File: src/rtl/drive_straight_velocity_profile_assert.svh
// Assertion macros for the drive-straight velocity profile block.
`ifndef DRIVE_STRAIGHT_VELOCITY_PROFILE_ASSERT_SVH
`define DRIVE_STRAIGHT_VELOCITY_PROFILE_ASSERT_SVH

// Check a condition in the same cycle as its trigger.
`define DSVP_ASSERT_IMP(lbl, ante, cons, msg) \
  lbl: assert property (@(posedge clk_i) disable iff (!rst_ni) (ante) |-> (cons)) \
    else $error(msg);

// Check a condition in the cycle after its trigger.
`define DSVP_ASSERT_NXT(lbl, ante, cons, msg) \
  lbl: assert property (@(posedge clk_i) disable iff (!rst_ni) (ante) |=> (cons)) \
    else $error(msg);

`endif

File: src/rtl/dsvp_pkg.sv
// Shared types and constants for the drive-straight velocity profile block.
package dsvp_pkg;

  localparam int unsigned CfgIdxW  = 3;
  localparam int unsigned CfgDataW = 32;

  localparam logic [CfgIdxW-1:0] CfgTarget = 3'd0;
  localparam logic [CfgIdxW-1:0] CfgVmax   = 3'd1;
  localparam logic [CfgIdxW-1:0] CfgAmax   = 3'd2;
  localparam logic [CfgIdxW-1:0] CfgSlow   = 3'd3;
  localparam logic [CfgIdxW-1:0] CfgIpt    = 3'd4;
  localparam logic [CfgIdxW-1:0] CfgGain   = 3'd5;

  localparam logic [23:0] RstVmax = 24'd15360;
  localparam logic [23:0] RstAmax = 24'd7680;
  localparam logic [11:0] RstSlow = 12'd512;
  localparam logic [31:0] RstIpt  = 32'd18641;
  localparam logic [15:0] RstGain = 16'd9008;

  // one million is 64 times this odd factor
  localparam logic [13:0] RecipDiv = 14'd15625;
  // floor(2^39 / RecipDiv)
  localparam logic [25:0] RecipMul = 26'd35184372;
  localparam logic [23:0] MaxCmd   = 24'hFFFFFF;

  localparam int unsigned DivSteps   = 56;
  localparam int unsigned RecipSteps = 3;
  localparam int unsigned SqrtSteps  = 24;
  localparam int unsigned CntW       = 6;

  typedef struct packed {
    logic load;
    logic mul1;
    logic mul2;
    logic mul3;
    logic mul4;
    logic div_step;
    logic sqrt_step;
    logic spd;
    logic fin;
  } dsvp_cmd_t;

  typedef struct packed {
    logic div_last;
    logic sqrt_last;
  } dsvp_sts_t;

endpackage

File: src/rtl/dsvp_ctrl.sv
// Sequencer for the drive-straight velocity profile block.
`include "drive_straight_velocity_profile_assert.svh"

module dsvp_ctrl import dsvp_pkg::*; (
  input  logic      clk_i,
  input  logic      rst_ni,
  input  logic      in_valid_i,
  output logic      in_stall_o,
  output logic      out_valid_o,
  input  logic      out_stall_i,
  input  dsvp_sts_t sts_i,
  output dsvp_cmd_t cmd_o
);

  typedef enum logic [8:0] {
    S_IDLE = 9'b000000001,
    S_MUL1 = 9'b000000010,
    S_MUL2 = 9'b000000100,
    S_MUL3 = 9'b000001000,
    S_MUL4 = 9'b000010000,
    S_DIV  = 9'b000100000,
    S_SQRT = 9'b001000000,
    S_SPD  = 9'b010000000,
    S_FIN  = 9'b100000000
  } state_e;

  state_e state_q, state_d;
  logic   out_valid_q, out_valid_d;
  logic   fin_go;

  assign fin_go = (state_q == S_FIN) && (!out_valid_q || !out_stall_i);

  always_comb begin
    state_d = state_q;
    case (state_q)
      S_IDLE: if (in_valid_i) state_d = S_MUL1;
      S_MUL1: state_d = S_MUL2;
      S_MUL2: state_d = S_MUL3;
      S_MUL3: state_d = S_MUL4;
      S_MUL4: state_d = S_DIV;
      S_DIV:  if (sts_i.div_last) state_d = S_SQRT;
      S_SQRT: if (sts_i.sqrt_last) state_d = S_SPD;
      S_SPD:  state_d = S_FIN;
      S_FIN:  if (fin_go) state_d = S_IDLE;
      default: state_d = S_IDLE;
    endcase
  end

  always_comb begin
    out_valid_d = out_valid_q;
    if (fin_go) begin
      out_valid_d = 1'b1;
    end else if (out_valid_q && !out_stall_i) begin
      out_valid_d = 1'b0;
    end
  end

  always_ff @(posedge clk_i or negedge rst_ni) begin
    if (!rst_ni) begin
      state_q     <= S_IDLE;
      out_valid_q <= 1'b0;
    end else begin
      state_q     <= state_d;
      out_valid_q <= out_valid_d;
    end
  end

  assign in_stall_o  = (state_q != S_IDLE);
  assign out_valid_o = out_valid_q;

  always_comb begin
    cmd_o           = '0;
    cmd_o.load      = (state_q == S_IDLE) && in_valid_i;
    cmd_o.mul1      = (state_q == S_MUL1);
    cmd_o.mul2      = (state_q == S_MUL2);
    cmd_o.mul3      = (state_q == S_MUL3);
    cmd_o.mul4      = (state_q == S_MUL4);
    cmd_o.div_step  = (state_q == S_DIV);
    cmd_o.sqrt_step = (state_q == S_SQRT);
    cmd_o.spd       = (state_q == S_SPD);
    cmd_o.fin       = fin_go;
  end

  `DSVP_ASSERT_NXT(a_busy_after_beat, in_valid_i && !in_stall_o, state_q == S_MUL1, "no busy after input beat")
  `DSVP_ASSERT_IMP(a_result_from_fin, $rose(out_valid_q), $past(state_q) == S_FIN, "result not from finish")
  `DSVP_ASSERT_NXT(a_div_holds, state_q == S_DIV && !sts_i.div_last, state_q == S_DIV, "divide left early")

endmodule

File: config.mk
export PLATFORM = sky130hd
export DESIGN_NAME = dsvp_ctrl
export DESIGN_NICKNAME = d
export VERILOG_FILES = /design/src/rtl/dsvp_pkg.sv /design/src/rtl/dsvp_ctrl.sv
export VERILOG_INCLUDE_DIRS = /design/src /design/src/rtl
export SDC_FILE = /design/constraint.sdc
export NUM_CORES = 1
export LEC_CHECK = 0
export BUFFER_PORTS_ARGS = -buffer_cell sky130_fd_sc_hd__clkbuf_2
export CAP_MARGIN = 10
export CORE_UTILIZATION = 41
export CTS_BUF_LIST = sky130_fd_sc_hd__clkbuf_16
export DETAILED_ROUTE_END_ITERATION = 10
export MAX_ROUTING_LAYER = met4
export PLACE_DENSITY = 0.73
export SLEW_MARGIN = 5
export SYNTH_ARGS = -nofsm -noshare
export SYNTH_HDL_FRONTEND = slang
export SYNTH_SLANG_ARGS = --single-unit
File: constraint.sdc
create_clock -name clk_i -period 2.4 [get_ports clk_i]
set_input_delay 0.48 -clock clk_i [delete_from_list [all_inputs] [get_ports clk_i]]
set_output_delay 0.48 -clock clk_i [all_outputs]
set_load 0.1 [all_outputs]
==> results of run 1 <==
[cell usage after synthesis (all sizes together)]
master	n
nand4b	2
nand3	1
dfstp	1
o21ai	1
or3	1
o211ai	1
buf	2
a211oi	1
o2bb2ai	1
nor2b	5
xor2	2
dfrtp	9
nand2b	2
nor4	2
a21o	1
a21oi	1
a21boi	1
nand3b	1
and4	1
o22ai	3
nor3b	1
nand2	4
nor4b	2
a31oi	1
nor3	4
nor2	7
inv	6
[worst max-delay path: stages, from the launching register on]
cell,delay (ps)
dfrtp_1,480
nor3_1,370
nand4b_1,290
clkbuf_2,450
[state kept, by name (all words and copies together) (netlist names)]
| register | flops |
|---|---|
| out_valid_o | 1 |
| state_q | 9 |
[routing by layer]
metal | share of wire | wire length [um] | vias to the layer above | GRT usage
li1 | - | - | 263 | -
met5 | 0 | 0 | - | -
met2 | 0.51 | 730 | 19 | 0.357
met4 | 0.044 | 63 | 0 | 0.192
met1 | 0.39 | 565 | 268 | 0.220
met3 | 0.051 | 73 | 8 | 0.106
[power by group]
| part | internal, W | total (W) | switching (W) | leakage, nW |
|---|---|---|---|---|
| Combinational | 0.000190 | 0.000596 | 0.000407 | 0.254 |
| Sequential | 0.000204 | 0.000259 | 0.0000550 | 0.135 |
| Clock | 0.000218 | 0.000296 | 0.0000780 | 0.0385 |
| Total | 0.000612 | 0.00115 | 0.000540 | 0.427 |
[cell families after synthesis]
kind of cell | Yosys count
buffers and inverters | 8
flip-flops | 10
XOR/XNOR | 2
AND/OR/NAND/NOR | 33
AO/OA/AOI/OAI | 11
[area by class of cell]
cell class              count  area (sq um)  area share
multi-input cells          46           352       0.380
well taps                  15          18.8      0.0203
flip-flops and latches     10           251       0.272
clock buffers               3          75.1      0.0811
repair buffers             16           203       0.219
inverters                   6          22.5      0.0243
clock inverters             1          3.75     0.00405
[stage by stage]
step	std cells	total power, W	worst slack [ps]	setup TNS [ps]	cell area, sq um
2_1_floorplan	64	0.000709	-846	-906	638
3_3_place_gp	93	0.000831	406	0	847
3_5_place_dp	93	0.000842	368	0	847
4_1_cts	97	0.00116	96.4	0	926
5_1_grt	97	0.00120	28.7	0	926
6_report	97	0.00115	92.9	0	926
[how the worst max path moves through the flow]
stage	end	cells past startpoint	start
floorplan	cmd_o[8]	3	state_q[5]$_DFFE_PN0P_
global placement	cmd_o[2]	5	state_q[3]$_DFFE_PN0P_
detailed placement	in_stall_o	3	state_q[1]$_DFFE_PN0P_
CTS	in_stall_o	3	state_q[1]$_DFFE_PN0P_
global route	in_stall_o	3	state_q[1]$_DFFE_PN0P_
finish	in_stall_o	3	state_q[1]$_DFFE_PN0P_
[cell usage in the layout (no fill, tap or decap), types with 2 or more instances in the layout]
master | Yosys | routed
xor2_1 | 2 | 2
nor2_1 | 7 | 5
clkbuf_2 | 0 | 7
dfrtp_1 | 9 | 9
nand2b_1 | 2 | 2
nand4b_1 | 2 | 2
nand2_1 | 4 | 4
nor2b_1 | 5 | 3
nor3_4 | 1 | 2
nor4_4 | 1 | 2
buf_12 | 0 | 8
o22ai_1 | 3 | 3
clkbuf_16 | 0 | 3
inv_1 | 6 | 6
nor4b_1 | 2 | 2
nor2b_2 | 0 | 2
nor3_1 | 3 | 2
==> reports/metrics.csv, run 1 <==
stage;metric;value;unit
placed_design;io_buffers;16;
finish;antenna_cells;0;
synth;ys_ff_latch;10;
sta;timing.final.hold_violations;0;
global_route;grt_first_pass_wirelength;2190;um
clock_network;cts_buffers;3;
synth;synth_xor_area_frac;0.0290;
power_and_ir_drop;leakage;0.427;nW
global_route;grt_util_all_layers;0.233;
setup_path;crit_type;reg -> out;
setup_path;setup.worst_path.end_class;primary output;
synth;synth_compound_area_frac;0.122;
clock_network;clock-sinks;10;
synth;yosysWarnings;0;
sta;whs;99.9;ps
synth;avgSynthCellArea;9.42;sq um
drt;firstDrtPassIters;4;
finish;num-nets-final;89;
die;initial_utilization;0.452;
synth;synth-simple-area-share;0.373;
finish;fin_util;0.694;
drt;drt_iter0_drc;6;
sta;drv_slew;0;
clock_network;cts-htree-levels;1;
clock_network;cts_resized;0;
synth;syn_nets;70;
drt;routed_wire_length_per_instance;14.8;um
hold_path;hold_class;in -> async;
clock_network;clock-root-buffer;clkbuf_16;
placed_design;hpwl;1010;um
finish;syn_to_final_growth;53.5;%
synth;synth_area;603;sq um
synth;yosys.area_share.adder;0;
drt;vias;558;
clock_network;post-cts-setup-buffers;0;
setup_path;worstReg2RegStart;state_q[4]$_DFFE_PN0P_;
sta;rsz0062_at_grt;false;
sta;worst_clock_skew;1.42;ps
sta;fmax;0.433;GHz
setup_path;reg2reg_depth;4;
power_and_ir_drop;ir_drop;0.000693;V
setup_path;r2r-end;state_q[0]$_DFFE_PN1P_;
drt;postRouteWirelength;1430;um
finish;nFillCells;114;
setup_path;cp.arrival;1830;ps
die;die_h;40.4;um
sta;slew_headroom;0.639;
sta;fin_crit_sh;0.961;
die;ios;17;
synth;synth_area_leaders;dfrtp_1 (37%), nor2b_1 (5.2%), dfstp_2 (4.4%);
global_route;grt_max_degree;11;
synth;synth_area_leader_cell;dfrtp_1;
synth;synth_top_family_by_area;simple AND/OR/NAND/NOR gates;
finish;drive_above_1_share;0.354;
clock_network;clockBufferDepth;2;
setup_path;r2r_slack;860;ps
sta;setup_violations;0;
setup_path;worst-path-max-fanout;7;
power_and_ir_drop;power_density;1240;mW/mm^2
placed_design;place.gp.congestion;0.828;
synth;yosysSeqAreaShare;0.417;
synth;ys_types;30;
synth;synth_top_area_frac;0.373;
synth;synth.area.mux_share;0;
setup_path;start_kind;register;
die;fp.dieArea;0.00163;sq mm
clock_network;worst_skew_pair.late_latency;240;ps
drt;final_antenna_net_count;0;
run_status;status;finished clean;
sta;worstMarginPinSlew;544;ps
drt;via_per_inst;5.75;
die;rows;13;
flow_run;max-cap-violations;0;
sta;min_period;2310;ps
clock_network;hold_buffers;0;
synth;synthCells;64;
die;coreArea;0.00133;sq mm
setup_path;cp.required;1920;ps
drt;drc_errors;0;
clock_network;cts_tree;built;
global_route;overflow;0;
global_route;grt_pass1_vias;498;
die;fp.dieW;40.4;um
global_route;grt_antenna_before_repair;0;
clock_network;clk_pin_slew;40;ps
Power figures use the tool's default switching activity.
==> run 2, diff against run 1 <==
--- a/config.mk
+++ b/config.mk
@@ -8,11 +8,13 @@
 export LEC_CHECK = 0
 export BUFFER_PORTS_ARGS = -buffer_cell sky130_fd_sc_hd__clkbuf_2
 export CAP_MARGIN = 10
-export CORE_UTILIZATION = 41
+export CELL_PAD_IN_SITES_DETAIL_PLACEMENT = 0
+export CELL_PAD_IN_SITES_GLOBAL_PLACEMENT = 2
+export CORE_UTILIZATION = 31
 export CTS_BUF_LIST = sky130_fd_sc_hd__clkbuf_16
 export DETAILED_ROUTE_END_ITERATION = 10
 export MAX_ROUTING_LAYER = met4
-export PLACE_DENSITY = 0.73
+export PLACE_DENSITY = 0.87
 export SLEW_MARGIN = 5
 export SYNTH_ARGS = -nofsm -noshare
 export SYNTH_HDL_FRONTEND = slang
==> run 2 against run 1 <==
  * Via count fell by 7.7%
  * Combinational power fell by 2%
  * Flip-flop and latch count did not move
  * Largest power group unchanged
  * Worst setup slack improved by 61 ps
  * Utilization shrank 17 points
  * Critical endpoint unchanged
  * Global-route usage shrank 7.7 points
  * Sequential share of layout area fell by 0.36 points
  * Critical path type unchanged
  * Highest routed layer unchanged
==> reports/metrics.csv, run 2 (same netlist as run 1, synthesis figures left out) <==
stage;metric;value;unit;change
setup_path;worst-path-max-fanout;7;;unchanged
die;fp.dieArea;0.00213;sq mm;+31%
power_and_ir_drop;leakage;0.427;nW;unchanged
drt;routed_wire_length_per_instance;11.9;um;-20%
drt;postRouteWirelength;1270;um;-12%
global_route;grt_max_degree;11;;unchanged
sta;drv_slew;0;;unchanged
placed_design;hpwl;971;um;-4.1%
drt;firstDrtPassIters;4;;unchanged
clock_network;post-cts-setup-buffers;0;;unchanged
placed_design;pre_cts_ws;391;ps;+23.0 ps
finish;nFillCells;162;;+42%
hold_path;hold_class;in -> async;;
clock_network;hold_buffers;0;;unchanged
die;initial_utilization;0.338;;-0.114
sta;worstMarginPinSlew;542;ps;-2.41 ps
drt;vias;515;;-7.7%
global_route;grt_util_all_layers;0.156;;-0.0769
sta;fmax;0.445;GHz;+2.7%
die;rows;15;;+2
setup_path;crit_type;reg -> out;;
setup_path;start_kind;register;;
global_route;grt_first_pass_wirelength;2170;um;-0.96%
sta;worst_clock_skew;1.06;ps;-0.357 ps
finish;multi_input_comb_area;352;sq um;unchanged
finish;largest_reg_flops;9;;unchanged
finish;num-nets-final;89;;unchanged
sta;slew_headroom;0.640;;+0.00160
finish;syn_to_final_growth;55.6;%;
finish;most-common-layout-cells;dfrtp_1 (9), buf_12 (8), clkbuf_2 (7);;
clock_network;cts_buffers;3;;unchanged
drt;final_antenna_net_count;0;;unchanged
power_and_ir_drop;power;0.00113;W;-1.8%
sta;rsz0062_at_grt;false;;
drt;drc_errors;0;;unchanged
clock_network;clockBufferDepth;2;;unchanged
setup_path;reg2reg_depth;4;;unchanged
sta;whs;109;ps;+9.11 ps
setup_path;cp.required;1920;ps;about the same
drt;via_per_inst;4.81;;-16%
clock_network;clock-sinks;10;;unchanged
clock_network;cts_resized;0;;unchanged
setup_path;cp.arrival;1770;ps;-60 ps
finish;antenna_cells;0;;unchanged
sta;setup_violations;0;;unchanged
drt;drt_iter0_drc;8;;+2
clock_network;cts_tree;built;;
global_route;overflow;0;;unchanged
die;coreArea;0.00178;sq mm;+34%
clock_network;worst_skew_pair.late_latency;230;ps;about the same
placed_design;io_buffers;16;;unchanged
clock_network;cts-htree-levels;1;;unchanged
placed_design;place.gp.congestion;0.757;;-8.6%
clock_network;clk_pin_slew;40;ps;about the same
sta;timing.final.hold_violations;0;;unchanged
finish;final_common_cell;dfrtp_1;;
sta;min_period;2250;ps;-61.4 ps
clock_network;clock-root-buffer;clkbuf_16;;
die;fp.dieW;46.1;um;+14%
global_route;grt_pass1_vias;499;;+0.20%
power_and_ir_drop;ir_drop;0.000698;V;+0.70%
finish;top_register;state_q;;
setup_path;setup.worst_path.end_class;primary output;;
setup_path;cp_cell_sequence;nor3_1 > nand4b_1 > clkbuf_2;;
setup_path;max_stage_delay;480;ps;about the same
global_route;grt_antenna_before_repair;0;;unchanged
power_and_ir_drop;power_density;1200;mW/mm^2;-3.1%
sta;fin_crit_sh;0.936;;-0.0256
sta;setup_slack;154;ps;+61.4 ps
die;ios;17;;unchanged
flow_run;max-cap-violations;0;;unchanged
finish;fin_util;0.526;;-0.168
die;die_h;46.1;um;+14%
run_status;status;finished clean;;
finish;final-seq-area;251;sq um;unchanged
setup_path;critPathSlowestCell;dfrtp_1;;
finish;drive_above_1_share;0.354;;unchanged
[run 2: cell counts in the layout (fill, tap and decap cells not counted)]
No cell type changed its count.
[run 2: critical path: cells and delay by family (launching register included)]
| kind | cells | cell delay [ps] |
|---|---|---|
| buffers and inverters | 1 | 450 |
| flip-flops | 1 | 480 |
| AND/OR/NAND/NOR | 2 | 600 |
[run 2: area by class of cell]
type                            count  share of cell area
Multi-Input combinational cell     46               0.375
Sequential cell                    10               0.268
Timing Repair Buffer               16               0.216
Clock buffer                        3              0.0800
Tap cell                           25              0.0333
Inverter                            6              0.0240
Clock inverter                      1             0.00400
[run 2: layer usage]
metal / routed length [um] / global-route usage
met5: 0 / -
met1: 600 / 0.200
met3: 42 / 0.0353
met4: 9 / 0.0882
met2: 616 / 0.223
[run 2: worst paths after layout]
kind	slack, ps	startpoint	to
max in group asynchronous	2030	rst_ni	state_q[0]$_DFFE_PN1P_
max reg2reg	910	state_q[3]$_DFFE_PN0P_	state_q[5]$_DFFE_PN0P_
min in group clk_i	420	sts_i[0]	state_q[6]$_DFFE_PN0P_
min	110	rst_ni	state_q[3]$_DFFE_PN0P_
max	150	state_q[1]$_DFFE_PN0P_	in_stall_o
min reg2reg	550	out_valid_o$_DFFE_PN0P_	out_valid_o$_DFFE_PN0P_
[run 2: power breakdown]
| part | internal, W | leakage (nW) | switching, W | total (W) |
|---|---|---|---|---|
| Clock | 0.000218 | 0.0385 | 0.0000740 | 0.000292 |
| Combinational | 0.000190 | 0.254 | 0.000393 | 0.000583 |
| Sequential | 0.000204 | 0.135 | 0.0000522 | 0.000256 |
| Total | 0.000611 | 0.427 | 0.000519 | 0.00113 |
[run 2: per-stage QoR]
stage | std cells | setup TNS, ps | area, sq um
after floorplan | 64 | -906 | 638
after global placement | 103 | 0 | 860
after detailed placement | 103 | 0 | 860
after CTS | 107 | 0 | 938
after global routing | 107 | 0 | 938
final | 107 | 0 | 938
